**config.mk**
```make
export PLATFORM = sky130hd
export DESIGN_NAME = der_certificate_key_extractor
export DESIGN_NICKNAME = d
export VERILOG_FILES = /design/src/rtl/dcke_pkg.sv /design/src/rtl/der_certificate_key_extractor.sv /design/src/rtl/dcke_front.sv /design/src/rtl/dcke_queue.sv /design/src/rtl/dcke_walker.sv
export SDC_FILE = /design/constraint.sdc
export NUM_CORES = 1
export LEC_CHECK = 0
export BUFFER_PORTS_ARGS = -buffer_cell sky130_fd_sc_hd__clkbuf_2
export CORE_MARGIN = 4
export CORE_UTILIZATION = 45
export DETAILED_ROUTE_END_ITERATION = 7
export GPL_ROUTABILITY_DRIVEN = 1
export GPL_TIMING_DRIVEN = 0
export SYNTH_ARGS = -nofsm -noshare
export SYNTH_HDL_FRONTEND = slang
export SYNTH_HIERARCHICAL = 1
export SYNTH_SLANG_ARGS = --single-unit
```
**constraint.sdc**
```tcl
create_clock -name clock -period 16.5 [get_ports clock]
set_input_delay 1.65 -clock clock [delete_from_list [all_inputs] [get_ports clock]]
set_output_delay 1.65 -clock clock [all_outputs]
set_load 0.01 [all_outputs]
```
**src/rtl/dcke_pkg.sv**
```systemverilog
// Shared types and constants for the DER certificate key extractor.
// Used by the front, queue, walker and top-level modules; no dependencies.
`default_nettype none

package dcke_pkg;

   localparam logic [7:0] SHORT_LIMIT = 8'h80;
   localparam logic [7:0] LONG2_FORM  = 8'h82;

   localparam logic [1:0] STATUS_OK       = 2'd0;
   localparam logic [1:0] STATUS_SHORT    = 2'd1;
   localparam logic [1:0] STATUS_FORM     = 2'd2;
   localparam logic [1:0] STATUS_OVERRUN  = 2'd3;

   localparam logic [3:0] STEP_CERT      = 4'd0;
   localparam logic [3:0] STEP_TBS       = 4'd1;
   localparam logic [3:0] STEP_SPKI      = 4'd8;
   localparam logic [3:0] STEP_KEY       = 4'd10;

   typedef struct packed {
      logic [7:0]  cert_byte;
      logic        first_byte;
      logic [15:0] cert_length;
      logic        short_form;
      logic        long2_form;
      logic        length_zero;
   } item_type;

endpackage

`default_nettype wire

```
**src/rtl/der_certificate_key_extractor.sv**
```systemverilog
// A key byte passes the front register, a queue slot and the result register
// before reaching the rsp_ ports. Throughput: one certificate byte per cycle, sustained, set by the walker
// consuming one queued byte each cycle while the result register is free.
// Reset: synchronous, active high; the walker returns to idle and waits for a first byte.
`default_nettype none

module der_certificate_key_extractor import dcke_pkg::*; #(
   parameter int LENGTH_BITS = 16
) (
   input  wire logic        clock,
   input  wire logic        reset,
   input  wire logic        req_valid,
   output logic             req_stall,
   input  wire logic [7:0]  req_cert_byte,
   input  wire logic        req_first_byte,
   input  wire logic [15:0] req_cert_length,
   output logic             rsp_valid,
   input  wire logic        rsp_stall,
   output logic [7:0]       rsp_key_byte,
   output logic             rsp_key_last,
   output logic             rsp_key_empty,
   output logic [15:0]      rsp_key_length,
   output logic [1:0]       rsp_parse_status
);

   logic     front_valid, front_ready;
   item_type front_item;
   logic     queue_valid, queue_ready;
   item_type queue_item;

   dcke_front u_front (
      .clock           (clock),
      .reset           (reset),
      .req_valid       (req_valid),
      .req_stall       (req_stall),
      .req_cert_byte   (req_cert_byte),
      .req_first_byte  (req_first_byte),
      .req_cert_length (req_cert_length),
      .item_valid      (front_valid),
      .item_ready      (front_ready),
      .item            (front_item)
   );

   dcke_queue u_queue (
      .clock      (clock),
      .reset      (reset),
      .push_valid (front_valid),
      .push_ready (front_ready),
      .push_item  (front_item),
      .pop_valid  (queue_valid),
      .pop_ready  (queue_ready),
      .pop_item   (queue_item)
   );

   dcke_walker #(
      .LENGTH_BITS (LENGTH_BITS)
   ) u_walker (
      .clock            (clock),
      .reset            (reset),
      .item_valid       (queue_valid),
      .item_ready       (queue_ready),
      .item             (queue_item),
      .rsp_valid        (rsp_valid),
      .rsp_stall        (rsp_stall),
      .rsp_key_byte     (rsp_key_byte),
      .rsp_key_last     (rsp_key_last),
      .rsp_key_empty    (rsp_key_empty),
      .rsp_key_length   (rsp_key_length),
      .rsp_parse_status (rsp_parse_status)
   );

endmodule

`default_nettype wire

```
**src/rtl/dcke_front.sv**
```systemverilog
// Front stage: registers each incoming certificate byte and classifies it.
// Depends on dcke_pkg for the item record and the length-form constants.
`default_nettype none

module dcke_front import dcke_pkg::*; (
   input  wire logic        clock,
   input  wire logic        reset,
   input  wire logic        req_valid,
   output logic             req_stall,
   input  wire logic [7:0]  req_cert_byte,
   input  wire logic        req_first_byte,
   input  wire logic [15:0] req_cert_length,
   output logic             item_valid,
   input  wire logic        item_ready,
   output item_type         item
);

   logic     valid_ff, valid_in;
   item_type item_ff, item_in;
   logic     take;

   assign req_stall = valid_ff && !item_ready;
   assign take      = req_valid && !req_stall;

   always_comb begin
      item_in.cert_byte   = req_cert_byte;
      item_in.first_byte  = req_first_byte;
      item_in.cert_length = req_cert_length;
      item_in.short_form  = (req_cert_byte < SHORT_LIMIT);
      item_in.long2_form  = (req_cert_byte == LONG2_FORM);
      item_in.length_zero = (req_cert_length == 16'd0);
      if (take) begin
         valid_in = 1'b1;
      end else if (item_ready) begin
         valid_in = 1'b0;
      end else begin
         valid_in = valid_ff;
      end
   end

   always_ff @(posedge clock) begin
      if (reset) begin
         valid_ff <= 1'b0;
      end else begin
         valid_ff <= valid_in;
      end
   end

   always_ff @(posedge clock) begin
      if (take) begin
         item_ff <= item_in;
      end
   end

   assign item_valid = valid_ff;
   assign item       = item_ff;

endmodule

`default_nettype wire

```
**src/rtl/dcke_queue.sv**
```systemverilog
// Two-entry queue between the classifying front and the walker.
// Depends on dcke_pkg for the item record.
`default_nettype none

module dcke_queue import dcke_pkg::*; (
   input  wire logic clock,
   input  wire logic reset,
   input  wire logic push_valid,
   output logic      push_ready,
   input  item_type  push_item,
   output logic      pop_valid,
   input  wire logic pop_ready,
   output item_type  pop_item
);

   item_type   slot_ff [2];
   logic       wr_ptr_ff, wr_ptr_in;
   logic       rd_ptr_ff, rd_ptr_in;
   logic [1:0] count_ff, count_in;
   logic       push, pop;

   assign push_ready = (count_ff != 2'd2);
   assign pop_valid  = (count_ff != 2'd0);
   assign push       = push_valid && push_ready;
   assign pop        = pop_valid && pop_ready;
   assign pop_item   = slot_ff[rd_ptr_ff];

   always_comb begin
      wr_ptr_in = push ? ~wr_ptr_ff : wr_ptr_ff;
      rd_ptr_in = pop ? ~rd_ptr_ff : rd_ptr_ff;
      unique case ({push, pop})
         2'b10:   count_in = count_ff + 2'd1;
         2'b01:   count_in = count_ff - 2'd1;
         default: count_in = count_ff;
      endcase
   end

   always_ff @(posedge clock) begin
      if (reset) begin
         wr_ptr_ff <= 1'b0;
         rd_ptr_ff <= 1'b0;
         count_ff  <= 2'd0;
      end else begin
         wr_ptr_ff <= wr_ptr_in;
         rd_ptr_ff <= rd_ptr_in;
         count_ff  <= count_in;
      end
   end

   always_ff @(posedge clock) begin
      if (push) begin
         slot_ff[wr_ptr_ff] <= push_item;
      end
   end

   a_count_range: assert property (@(posedge clock) disable iff (reset)
      count_ff <= 2'd2) else $error("queue count out of range");

   a_pointer_gap: assert property (@(posedge clock) disable iff (reset)
      (count_ff == 2'd0 || count_ff == 2'd2) |-> (wr_ptr_ff == rd_ptr_ff))
      else $error("queue pointers disagree with count");

   a_pop_follows: assert property (@(posedge clock) disable iff (reset)
      (push && !pop && count_ff == 2'd1) |=> !push_ready)
      else $error("queue did not fill");

endmodule

`default_nettype wire

```
**src/rtl/dcke_walker.sv**
```systemverilog
// Back part: walks the fixed DER path and emits the public key bytes.
// Depends on dcke_pkg for the item record, status codes and path steps.
`default_nettype none

module dcke_walker import dcke_pkg::*; #(
   parameter int LENGTH_BITS = 16
) (
   input  wire logic        clock,
   input  wire logic        reset,
   input  wire logic        item_valid,
   output logic             item_ready,
   input  item_type         item,
   output logic             rsp_valid,
   input  wire logic        rsp_stall,
   output logic [7:0]       rsp_key_byte,
   output logic             rsp_key_last,
   output logic             rsp_key_empty,
   output logic [15:0]      rsp_key_length,
   output logic [1:0]       rsp_parse_status
);

   localparam logic [2:0] PH_IDLE  = 3'd0;
   localparam logic [2:0] PH_TAG   = 3'd1;
   localparam logic [2:0] PH_LEN1  = 3'd2;
   localparam logic [2:0] PH_LENHI = 3'd3;
   localparam logic [2:0] PH_LENLO = 3'd4;
   localparam logic [2:0] PH_SKIP  = 3'd5;
   localparam logic [2:0] PH_KEY   = 3'd6;

   localparam logic [LENGTH_BITS-1:0] ONE = LENGTH_BITS'(1);
   localparam logic [LENGTH_BITS-1:0] TWO = LENGTH_BITS'(2);

   logic [2:0]             phase_ff, phase_in;
   logic [3:0]             step_ff, step_in;
   logic [LENGTH_BITS-1:0] region_ff, region_in;
   logic [LENGTH_BITS-1:0] body_ff, body_in;
   logic [7:0]             len_high_ff, len_high_in;
   logic [15:0]            key_total_ff, key_total_in;

   logic                   rsp_valid_ff, rsp_valid_in;
   logic [7:0]             key_byte_ff, key_byte_in;
   logic                   key_last_ff, key_last_in;
   logic                   key_empty_ff, key_empty_in;
   logic [15:0]            key_length_ff, key_length_in;
   logic [1:0]             status_ff, status_in;

   logic                   take;
   logic                   emit;
   logic                   hdr_go;
   logic [15:0]            hdr_len;
   logic [LENGTH_BITS-1:0] hdr_len_ext;
   logic                   enter_step;

   assign item_ready = !rsp_valid_ff || !rsp_stall;
   assign take       = item_valid && item_ready;

   always_comb begin
      phase_in      = phase_ff;
      step_in       = step_ff;
      region_in     = region_ff;
      body_in       = body_ff;
      len_high_in   = len_high_ff;
      key_total_in  = key_total_ff;
      emit          = 1'b0;
      key_byte_in   = 8'd0;
      key_last_in   = 1'b0;
      key_empty_in  = 1'b0;
      key_length_in = 16'd0;
      status_in     = STATUS_OK;
      hdr_go        = 1'b0;
      hdr_len       = 16'd0;

      if (item.first_byte) begin
         step_in      = STEP_CERT;
         body_in      = '0;
         len_high_in  = 8'd0;
         key_total_in = 16'd0;
         region_in    = LENGTH_BITS'(item.cert_length);
         phase_in     = item.length_zero ? PH_IDLE : PH_TAG;
      end

      unique case (phase_in)
         PH_TAG: begin
            if (region_in < TWO) begin
               phase_in  = PH_IDLE;
               emit      = 1'b1;
               status_in = STATUS_SHORT;
            end else begin
               region_in = region_in - ONE;
               phase_in  = PH_LEN1;
            end
         end
         PH_LEN1: begin
            region_in = region_in - ONE;
            if (item.short_form) begin
               hdr_go  = 1'b1;
               hdr_len = {8'd0, item.cert_byte};
            end else if (!item.long2_form) begin
               phase_in  = PH_IDLE;
               emit      = 1'b1;
               status_in = STATUS_FORM;
            end else if (region_in < TWO) begin
               phase_in  = PH_IDLE;
               emit      = 1'b1;
               status_in = STATUS_SHORT;
            end else begin
               phase_in = PH_LENHI;
            end
         end
         PH_LENHI: begin
            region_in   = region_in - ONE;
            len_high_in = item.cert_byte;
            phase_in    = PH_LENLO;
         end
         PH_LENLO: begin
            region_in = region_in - ONE;
            hdr_go    = 1'b1;
            hdr_len   = {len_high_in, item.cert_byte};
         end
         PH_SKIP: begin
            body_in = body_in - ONE;
            if (body_in == '0) begin
               step_in  = step_in + 4'd1;
               phase_in = PH_TAG;
            end
         end
         PH_KEY: begin
            body_in       = body_in - ONE;
            emit          = 1'b1;
            key_byte_in   = item.cert_byte;
            key_length_in = key_total_in;
            if (body_in == '0) begin
               phase_in    = PH_IDLE;
               key_last_in = 1'b1;
            end
         end
         default: begin
         end
      endcase

      hdr_len_ext = LENGTH_BITS'(hdr_len);
      enter_step  = (step_in == STEP_CERT) || (step_in == STEP_TBS)
                 || (step_in == STEP_SPKI) || (step_in == STEP_KEY);

      if (hdr_go) begin
         if (hdr_len_ext > region_in) begin
            phase_in  = PH_IDLE;
            emit      = 1'b1;
            status_in = STATUS_OVERRUN;
         end else if (enter_step) begin
            region_in = hdr_len_ext;
            if (step_in == STEP_KEY) begin
               key_total_in = hdr_len;
               if (hdr_len == 16'd0) begin
                  phase_in     = PH_IDLE;
                  emit         = 1'b1;
                  key_empty_in = 1'b1;
               end else begin
                  body_in  = hdr_len_ext;
                  phase_in = PH_KEY;
               end
            end else begin
               step_in  = step_in + 4'd1;
               phase_in = PH_TAG;
            end
         end else begin
            region_in = region_in - hdr_len_ext;
            if (hdr_len == 16'd0) begin
               step_in  = step_in + 4'd1;
               phase_in = PH_TAG;
            end else begin
               body_in  = hdr_len_ext;
               phase_in = PH_SKIP;
            end
         end
      end

      if (emit && status_in != STATUS_OK) begin
         key_last_in = 1'b1;
      end
      if (emit && key_empty_in) begin
         key_last_in = 1'b1;
      end

      if (take && emit) begin
         rsp_valid_in = 1'b1;
      end else if (!rsp_stall) begin
         rsp_valid_in = 1'b0;
      end else begin
         rsp_valid_in = rsp_valid_ff;
      end
   end

   always_ff @(posedge clock) begin
      if (reset) begin
         phase_ff     <= PH_IDLE;
         step_ff      <= STEP_CERT;
         region_ff    <= '0;
         body_ff      <= '0;
         len_high_ff  <= 8'd0;
         key_total_ff <= 16'd0;
         rsp_valid_ff <= 1'b0;
      end else begin
         rsp_valid_ff <= rsp_valid_in;
         if (take) begin
            phase_ff     <= phase_in;
            step_ff      <= step_in;
            region_ff    <= region_in;
            body_ff      <= body_in;
            len_high_ff  <= len_high_in;
            key_total_ff <= key_total_in;
         end
      end
   end

   always_ff @(posedge clock) begin
      if (take && emit) begin
         key_byte_ff   <= key_byte_in;
         key_last_ff   <= key_last_in;
         key_empty_ff  <= key_empty_in;
         key_length_ff <= key_length_in;
         status_ff     <= status_in;
      end
   end

   assign rsp_valid        = rsp_valid_ff;
   assign rsp_key_byte     = key_byte_ff;
   assign rsp_key_last     = key_last_ff;
   assign rsp_key_empty    = key_empty_ff;
   assign rsp_key_length   = key_length_ff;
   assign rsp_parse_status = status_ff;

   a_key_body_nonzero: assert property (@(posedge clock) disable iff (reset)
      phase_ff == PH_KEY |-> body_ff != '0)
      else $error("key phase with no body bytes left");

   a_step_bound: assert property (@(posedge clock) disable iff (reset)
      step_ff <= STEP_KEY) else $error("path step past the key item");

   a_error_idles: assert property (@(posedge clock) disable iff (reset)
      (take && emit && status_in != STATUS_OK) |=> phase_ff == PH_IDLE)
      else $error("walker did not stop after a parse error");

   a_empty_is_last: assert property (@(posedge clock) disable iff (reset)
      (rsp_valid_ff && key_empty_ff) |-> key_last_ff)
      else $error("empty key result not flagged last");

endmodule

`default_nettype wire
```
==> impl_metrics.yaml <==
clock_tree:
  insertion_delay_ns: 0.45
  htreeDepth: 4
  cts_sinks: 182
  cts_tree: "yes"
  post_cts_resized: 0
  cts_root_buf: "clkbuf_16"
  clk_transition_reported_paths_ns: 0.08
  ctsHoldBuffers: 0
  cts_buffers: 17
  post_cts_buffers: 0
  clockBufferDepth: 2
grt:
  grt_pass1_vias: 7456
  gr-usage-met3_pct: 3.672
  grt_use_met1_pct: 30.00
  top_usage_layer: "met2"
  met2_usage_pct: 36.57
  grt_max_degree: 29
  grt_overflow: 0
  grt_first_pass_wirelength_um: 42090
  antenna_found_initial: 0
  grt_usage_pct: 22.61
layout:
  num_antenna_cells: 0
  fillCellCount: 1938
  multi_input_area_um2: 4690
  drive_above_1_share_pct: 16.39
  nets: 1055
  fin_cells: 1288
  final_cell_mix: "edfxtp_1, nor2_1, dfxtp_1, nand2_1, clkbuf_2"
  final_common_cell: "edfxtp_1"
  seqCellArea_um2: 4765
  finish.utilization_pct: 52.26
  areaGrowthSynthToFinish_pct: 13.46
synth:
  ys_seq_area_share_pct: 48.90
  syn_area_um2: 9744
  synth_nets: 976
  yosys_most_used_dff: "edfxtp_1"
  synth.avg_cell_area_um2: 10.58
  ys_types: 81
  synth-seq-cells: 182
  async_reset_ff_share_pct: 0
  syn_inst: 921
  synth_edf_count: 112
  synth_warnings: 6
worst_hold_path:
  hp-class: "reg2reg"
setup_path:
  worst_setup_path_end_kind: "register"
  crit_chain: "buf_2 > mux2_2 > clkbuf_1 > buf_1 > buf_1 > mux2i_1 > o211ai_1 > nor4_1 > a21o_1 > clkbuf_1 > xnor2_1 > ha_1 > inv_1 > fa_1 > a211oi_1 > o21ai_0 > a21oi_1 > a221oi_1 > o21ai_1 > o31ai_1 > a21oi_1 > buf_2 > a22o_1"
  slowest_delay_ns: 0.93
  worstSetupPathType: "reg2reg"
  slowest_stage: "nor4_1"
  crit_path_max_fanout: 10
  cp-start-kind: "register"
  arrival_ns: 8.92
  required_ns: 16.89
placement:
  dpl.cell_count: 1256
  dpl.hpwl_um: 19850
  globalplace.congestion: 0.9796
  io_buffers: 58
routing:
  drt_iter0_drc: 666
  routedWlPerCell_um: 21.03
  vias: 7673
  drt_first_pass_iters: 6
  post-route-drc-count: 0
  wl_um: 27090
  drtAntennaViolNets: 0
  avgViaCountPerCell: 5.957
timing:
  slew-limit-headroom_pct: 23.41
  hold_violations: 0
  tightest_slew_ns: 1.148
  period_share_pct: 51.68
  drv_slew: 0
  rsz0062_at_grt: "no"
  finalSetupViolations: 0
  tns_ns: 0
  final.setup_skew_ns: 0.01438
  fmax_mhz: 117.3
  fin_crit_ns: 8.528
power:
  p_per_area_nw_per_um2: 165.5
  ir_drop_mv: 0.1266
  power.leakage_nw: 4.017
floorplanning:
  io_pins: 59
  die_area_um2: 24070
  rows: 53
  die_w_um: 155.2
  core_um2: 21150
  die_h_um: 155.2
  initial_core_util_pct: 46.06
run:
  maxCapViolCount: 0
outcome:
  status: "finished clean"
[flip-flops by register name (all words and copies together) (netlist names), named ones only]
register / flops
u_front/item: 28
u_front/item_valid: 1
u_queue/count_ff: 2
u_queue/rd_ptr_ff: 1
u_queue/slot_ff: 56
u_queue/wr_ptr_ff: 1
u_walker/body_ff: 16
u_walker/key_total_ff: 16
u_walker/len_high_ff: 8
u_walker/phase_ff: 3
u_walker/region_ff: 16
u_walker/rsp_key_byte: 8
u_walker/rsp_key_empty: 1
u_walker/rsp_key_last: 1
u_walker/rsp_key_length: 16
u_walker/rsp_parse_status: 2
u_walker/rsp_valid: 1
u_walker/step_ff: 4
[cells by family after synthesis]
kind of cell	count (synthesis)	synth area share [%]
compound gates	221	16.64
xor+xnor	48	4.314
fa+ha+maj	26	3.416
flops	182	48.90
mux	67	7.357
simple gates	305	16.26
buf+inv	72	3.120
[power breakdown]
part           switching (mW)  total, mW  internal, mW  leakage [nW]
clock network           0.217      0.428         0.211         0.302
logic                   0.509      0.817         0.308          2.08
registers              0.0422      0.584         0.542          1.64
[metrics by stage]
step                      setup slack (ns)  total power [mW]  cell area [µm²]  hold slack [ns]
after global placement               6.908             1.394            10380           0.4226
after detailed placement             8.137             1.396            10420           0.4298
after CTS                            8.099             1.828            11050           0.4494
after floorplan                      9.679             1.190             9744           0.4215
after global routing                 7.539             1.947            11060           0.4557
final                                7.972             1.829            11060           0.4455
[worst max-delay path, delay by kind of cell (launching register included)]
| family | cells | cell delay [ns] |
|---|---|---|
| xor+xnor | 1 | 0.21 |
| fa+ha+maj | 2 | 0.62 |
| simple gates | 1 | 0.93 |
| buf+inv | 7 | 2.74 |
| flops | 1 | 0.30 |
| compound gates | 10 | 3.05 |
| mux | 2 | 0.59 |
[metal layers]
| metal | up-vias | wire length, µm |
|---|---|---|
| met1 | 3690 | 11970 |
| met2 | 262 | 12480 |
| met5 | - | 0 |
| met3 | 55 | 1608 |
| li1 | 3666 | - |
| met4 | 0 | 1028 |
[final timing paths]
kind | startpoint | to | slack [ns] | depth (start not counted)
worst min register to register | u_front/item[5]$_DFFE_PP_ | u_queue/slot_ff[0][5]$_DFFE_PP_ | 0.45 | 0
worst min-delay path | u_front/item[5]$_DFFE_PP_ | u_queue/slot_ff[0][5]$_DFFE_PP_ | 0.45 | 0
worst max-delay path | register | u_walker/key_total_ff[5]$_SDFFE_PP0P_ | 7.97 | 23
worst max register to register | register | u_walker/key_total_ff[5]$_SDFFE_PP0P_ | 7.97 | 23
[final cells by class]
type	count	area share (%)
flip-flops and latches	182	43.10
multi-input cells	667	42.42
clock buffers	17	3.848
well taps	275	3.112
repair buffers	60	2.897
plain buffers	49	1.969
clock inverters	15	1.879
inverters	23	0.7809
[Yosys cell counts, types with 7 or more instances]
cell type	number	area share, %
edfxtp_1	112	35
nor2_1	78	3.0
dfxtp_1	70	14
nand2_1	61	2.3
a21oi_1	39	2.0
mux2_2	37	4.3
o21ai_0	37	1.9
clkbuf_1	35	1.3
xnor2_1	32	2.9
and3_1	31	2.0
mux2i_1	30	3.1
nor3_1	26	1.3
ha_1	25	3.2
inv_1	22	0.85
nor4_1	20	1.3
a211oi_1	18	1.4
a22oi_1	18	1.4
xor2_1	16	1.4
a22o_1	13	1.2
nor2b_1	12	0.77
o21a_1	12	0.92
nand3_1	10	0.51
or3_1	10	0.64
nand2b_1	9	0.58
o31ai_1	9	0.69
nand4_1	8	0.51
nor3b_1	7	0.54
No activity file was read; power rests on OpenSTA's default activity.
